$ cat config.mk
export PLATFORM = sky130hd
export DESIGN_NAME = bsa_tables
export DESIGN_NICKNAME = d
export VERILOG_FILES = /design/src/hdl/bsa_pkg.sv /design/src/hdl/bsa_tables.sv
export SDC_FILE = /design/constraint.sdc
export NUM_CORES = 2
export LEC_CHECK = 0
export BUFFER_PORTS_ARGS = -buffer_cell sky130_fd_sc_hd__buf_2
export CAP_MARGIN = 30
export CORE_ASPECT_RATIO = 1.2
export CORE_UTILIZATION = 68
export DETAILED_ROUTE_END_ITERATION = 6
export PLACE_DENSITY_LB_ADDON = 0.3
export RECOVER_POWER = 25
export SYNTH_ARGS = -nofsm -noshare
export SYNTH_HDL_FRONTEND = slang
export SYNTH_SLANG_ARGS = --single-unit
export TNS_END_PERCENT = 1
$ cat constraint.sdc
create_clock -name clk -period 6.68 [get_ports clk]
set_clock_uncertainty 0.1 [all_clocks]
set_input_delay 1.336 -clock clk [delete_from_list [all_inputs] [get_ports clk]]
set_output_delay 1.336 -clock clk [all_outputs]
set_load 0.02 [all_outputs]
$ cat src/hdl/bsa_pkg.sv
// Shared types and constants of the banker's safety allocator.
// No dependencies; every other file in hdl/ imports this package.
package bsa_pkg;

    localparam int MAX_PROCESSES_DEF = 16;
    localparam int MAX_RESOURCES_DEF = 8;
    localparam int COUNT_BITS_DEF    = 16;

    localparam int KIND_W     = 3;
    localparam int STATUS_W   = 3;
    localparam int CFG_IDX_W  = 1;
    localparam int CFG_DATA_W = 5;
    localparam int NP_CFG_W   = 5;
    localparam int NR_CFG_W   = 4;

    localparam logic [CFG_IDX_W-1:0] CFG_NUM_PROCESSES = 1'b0;
    localparam logic [CFG_IDX_W-1:0] CFG_NUM_RESOURCES = 1'b1;

    typedef enum logic [KIND_W-1:0] {
        KIND_LOAD_MAX   = 3'd0,
        KIND_LOAD_ALLOC = 3'd1,
        KIND_SET_AVAIL  = 3'd2,
        KIND_STAGE_REQ  = 3'd3,
        KIND_COMMIT     = 3'd4,
        KIND_CHECK      = 3'd5
    } kind_t;

    typedef enum logic [STATUS_W-1:0] {
        ST_DONE         = 3'd0,
        ST_GRANTED      = 3'd1,
        ST_EXCEEDS_NEED = 3'd2,
        ST_EXCEEDS_AVL  = 3'd3,
        ST_UNSAFE       = 3'd4,
        ST_SAFE         = 3'd5,
        ST_BAD_INDEX    = 3'd6
    } status_t;

endpackage

$ cat src/hdl/bsa_tables.sv
// Max-claim and allocation memories: one shared write address, one shared
// registered read port. Depends on bsa_pkg for the default count width.
module bsa_tables
    import bsa_pkg::*;
#(
    parameter int ADDR_W = 7,
    parameter int CW     = COUNT_BITS_DEF
)
(
    input  logic              clk,
    input  logic              max_we,
    input  logic              alloc_we,
    input  logic [ADDR_W-1:0] waddr,
    input  logic [CW-1:0]     wdata,
    input  logic [ADDR_W-1:0] raddr,
    output logic [CW-1:0]     rd_max,
    output logic [CW-1:0]     rd_alloc
);
    localparam int DEPTH = 1 << ADDR_W;

    logic [CW-1:0] max_mem   [DEPTH];
    logic [CW-1:0] alloc_mem [DEPTH];

    always_ff @(posedge clk)
    begin
        if (max_we)
        begin
            max_mem[waddr] <= wdata;
        end
        if (alloc_we)
        begin
            alloc_mem[waddr] <= wdata;
        end
        rd_max   <= max_mem[raddr];
        rd_alloc <= alloc_mem[raddr];
    end
endmodule

# Yosys cells after proc, flatten, opt, wreduce, memory -nomap -nowiden
# Memories as Yosys holds them, arrays and structs flattened. A register that Yosys moved wholly into a read port is not among the register bits.
# Index checks and enable logic that the tools add are counted.
dict set report word_totals {
  n_memories 2
  mem_bits_rw 4096
  regBits 0
}
dict set report op_classes {
  muxes 4
}
# name depth word_bits rd rd_clocked_by_memory_dff wr line_no
set memory_table {}
lappend memory_table {alloc_mem 128 16 1 1 1 bsa_tables.sv:22} ;# logic [CW-1:0] alloc_mem [DEPTH];
lappend memory_table {max_mem 128 16 1 1 1 bsa_tables.sv:21} ;# logic [CW-1:0] max_mem [DEPTH];
# cell count
set op_table {}
lappend op_table {{2-to-1 mux 1 bit} 4}

# Longest topological paths before layout
dict set report depth {
  ltp_word 2
  depth_mapped 8
}

# Worst setup path before layout
# OpenSTA, ideal clock, no wires.
dict set report synth_timing {
  kind {input -> register}
  startpoint {input port raddr[0]}
  endpoint {register rd_alloc[14] (read register of alloc_mem)}
  arrival_time_ns 3.893
  n_path_buf 3
  setup_slack_ns 2.566
  setup_time_ns 0.121
  stages 7
  path_cell_list {buf_2 > buf_2 > buf_1 > mux4_2 > mux4_2 > mux4_2 > mux2_2}
}
# item line_no
set synth_lines {}
lappend synth_lines {{start, declared} bsa_tables.sv:15} ;# input logic [ADDR_W-1:0] raddr,
lappend synth_lines {{end, declared} bsa_tables.sv:17} ;# output logic [CW-1:0] rd_alloc

# Final worst setup path
dict set report layout_timing {
  startpoint {input port wdata[3]}
  endpoint {memory max_mem[108][3] in the netlist's numbering (data pin)}
}
# item line_no
set layout_lines {}
lappend layout_lines {{start, declared} bsa_tables.sv:14} ;# input logic [CW-1:0] wdata,
lappend layout_lines {{end, declared} bsa_tables.sv:21}
# No word-level cell before the write port.

==> flow_summary_export.csv <==
group,metric,value,unit
run_status,outcome,"finished with violations",
run_status,violations,"max-capacitance violations, max-slew violations",
clock_network,cts-root-buf,"clkbuf_16",
worst_setup_path,path_buf_inv,2,
layout,finish.utilization,0.769,
timing,grt_setup_unrepaired,"false",
placement,portBuffers,64,
worst_setup_path,crit_chain,"clkbuf_1 > clkbuf_2",
synthesis,ys_types,14,
power_and_ir_drop,p_leak,0.0546,uW
synthesis,netlist.area_leader.share,0.784,
timing,layout_min_cycle_time,5.59,ns
die,die_x,440,um
clock_network,clkTransAtPathRegs,0.06,ns
timing,hold_viol_final,0,
die,io_pins,65,
clock_network,cts_resized,0,
timing,period_share,0.837,
clock_network,htree_levels,5,
timing,setup_viol,0,
synthesis,syn_area,157000,um^2
route,drt_iter0_markers,15600,
worst_setup_path,path_delay_family,"buffers and inverters",
grt,grt_max_degree,202,
grt,grt_overflow,0,
worst_setup_path,slowest_delay,2.21,ns
worst_setup_path,cp-end-kind,"register",
worst_setup_path,critical-path-slowest-cell,"clkbuf_2",
worst_setup_path,cp.required,6.92,ns
worst_setup_path,crit_fanout,112,
die,initial_utilization,0.686,
worst_setup_path,path_class,"primary input to register",
layout,nets,6704,
die,fp-row-count,192,
timing,slew_viol_final,1406,
die,core_area,229000,um^2
worst_setup_path,cp-start-kind,"primary input",
synthesis,ys_seq_area_frac,0.788,
clock_network,clk-insertion-delay-late,0.96,ns
layout,drive_gt1_frac,0.348,
clock_network,postCtsSetupRepairBufs,0,
grt,grt_antenna_before_repair,62,
layout,synthToLayoutAreaGrowth,12.1,%
worst_setup_path,rrSetupSlack,3.76,ns
power_and_ir_drop,power.density,307,nW/um^2
route,drcViolationCount,0,
timing,holdWs,0.936,ns
timing,setup-tns-final,0,ns
synthesis,synth.ff_latch_count,4128,
grt,grt_first_pass_wirelength,648,mm
min_path,min-delay-path-class,"primary input to register",
clock_network,cts_tree,"built",
clock_network,cts.hold.buffers_added,0,
synthesis,yosysWarnings,0,
clock_network,cts_buffers,371,
synthesis,yosys.area.top_type,"edfxtp_1",
placement,place_hpwl,231,mm
layout,layout_commonest_cell,"edfxtp_1",
synthesis,synth_fp_nets,6172,
timing,tightest_slew,4.66,ns
grt,track_usage,0.414,
die,fp.dieH,528,um
route,ant_nets,0,
synthesis,synth_area_leaders,"edfxtp_1 (78%), mux4_2 (19%), nor2_1 (0.62%), clkbuf_1 (0.48%), dfxtp_1 (0.41%)",
grt,grt_pass1_vias,79500,
synthesis,synthCells,6139,
layout,layout_common_cells,"edfxtp_1 (4096), mux4_2 (1344), clkbuf_16 (381)",
flow_run,maxCapViolCount,15,
clock_network,clock_sinks,4128,
route,num_vias,79600,
timing,relSlewSlack,-2.10,
worst_setup_path,arrival,5.83,ns
route,first_pass_iters,6,
placement,gp_congestion,0.846,
timing,fmax,0.179,GHz
synthesis,avgSynthCellArea,25.5,um^2
clock_network,clockBufferDepth,4,
power_and_ir_drop,ir_worst_vdd,0.000346,V
die,dieArea,233000,um^2
route,detail_route.wl_per_cell,48.6,um
route,via_per_inst,7.94,
route,drt-total-wl,488,mm
-- synth_stat cells --
cell type and count:
buf_1 48, buf_2 78, buf_4 6, buf_6 2, clkbuf_1 202, dfxtp_1 32, edfxtp_1 4096, mux2_2 32
mux4_2 1344, nand2_1 15, nand3_1 14, nand4_1 3, nor2_1 259, nor2b_1 8
-- registers in the layout, summed over array words and instances, names as in the netlist --
| name | flops |
|---|---|
| alloc_mem | 2048 |
| max_mem | 2048 |
| rd_alloc | 16 |
| rd_max | 16 |
-- layout make-up --
cell class                 count  area, um^2
timing repair buffer         495        4360
sequential                  4128      124000
clock inverter               228        2220
antenna                       51         128
tap                         3007        3760
fill                       10200       52900
multi-input combinational   1675       31800
clock buffer                 446        9920
-- kinds of logic (layout without fill, tap and decap cells) --
kind of cell / after synthesis / after routing / share of synthesized area
flip-flops: 4128 / 4128 / 0.788
multiplexers: 1376 / 1376 / 0.195
buffers and inverters: 336 / 1169 / 0.00890
AND/OR/NAND/NOR: 299 / 299 / 0.00744
other: 0 / 51 / 0
-- where the power goes --
group	internal, uW	switching (uW)
logic	1070	1860
registers	28600	203
clock network	12100	10200
total	41800	12300
-- path summary, 6_finish.rpt --
| check | cells past startpoint | to | startpoint |
|---|---|---|---|
| worst min-delay path | 1 | alloc_mem[22][4] | wdata[4] |
| worst max register to register | 4 | rd_alloc[5] | alloc_mem[69][5] |
| worst max-delay path | 2 | max_mem[108][3] | wdata[3] |
| worst min register to register | 4 | rd_max[15] | max_mem[126][15] |
-- per-layer routing --
layer  wire length (um)  global-route usage  vias to the layer above
met4              46800               0.298                       50
met1             138000               0.513                    40600
met2             236000               0.656                     8990
li1                   -                   -                    27800
met5                307                   0                        -
met3              66800              0.0897                     2184
-- stage by stage --
| stage | power (uW) | area [um^2] | setup slack, ns | std cells |
|---|---|---|---|---|
| after floorplan | 30600 | 157000 | 2.57 | 6139 |
| after global placement | 31900 | 163000 | 1.62 | 9276 |
| after detailed placement | 32000 | 163000 | 1.55 | 9291 |
| after CTS | 53600 | 176000 | 2.50 | 9965 |
| after global routing | 54700 | 176000 | 1.24 | 10000 |
| final | 54000 | 176000 | 1.09 | 10000 |
No activity file was read; power rests on OpenSTA's default activity.
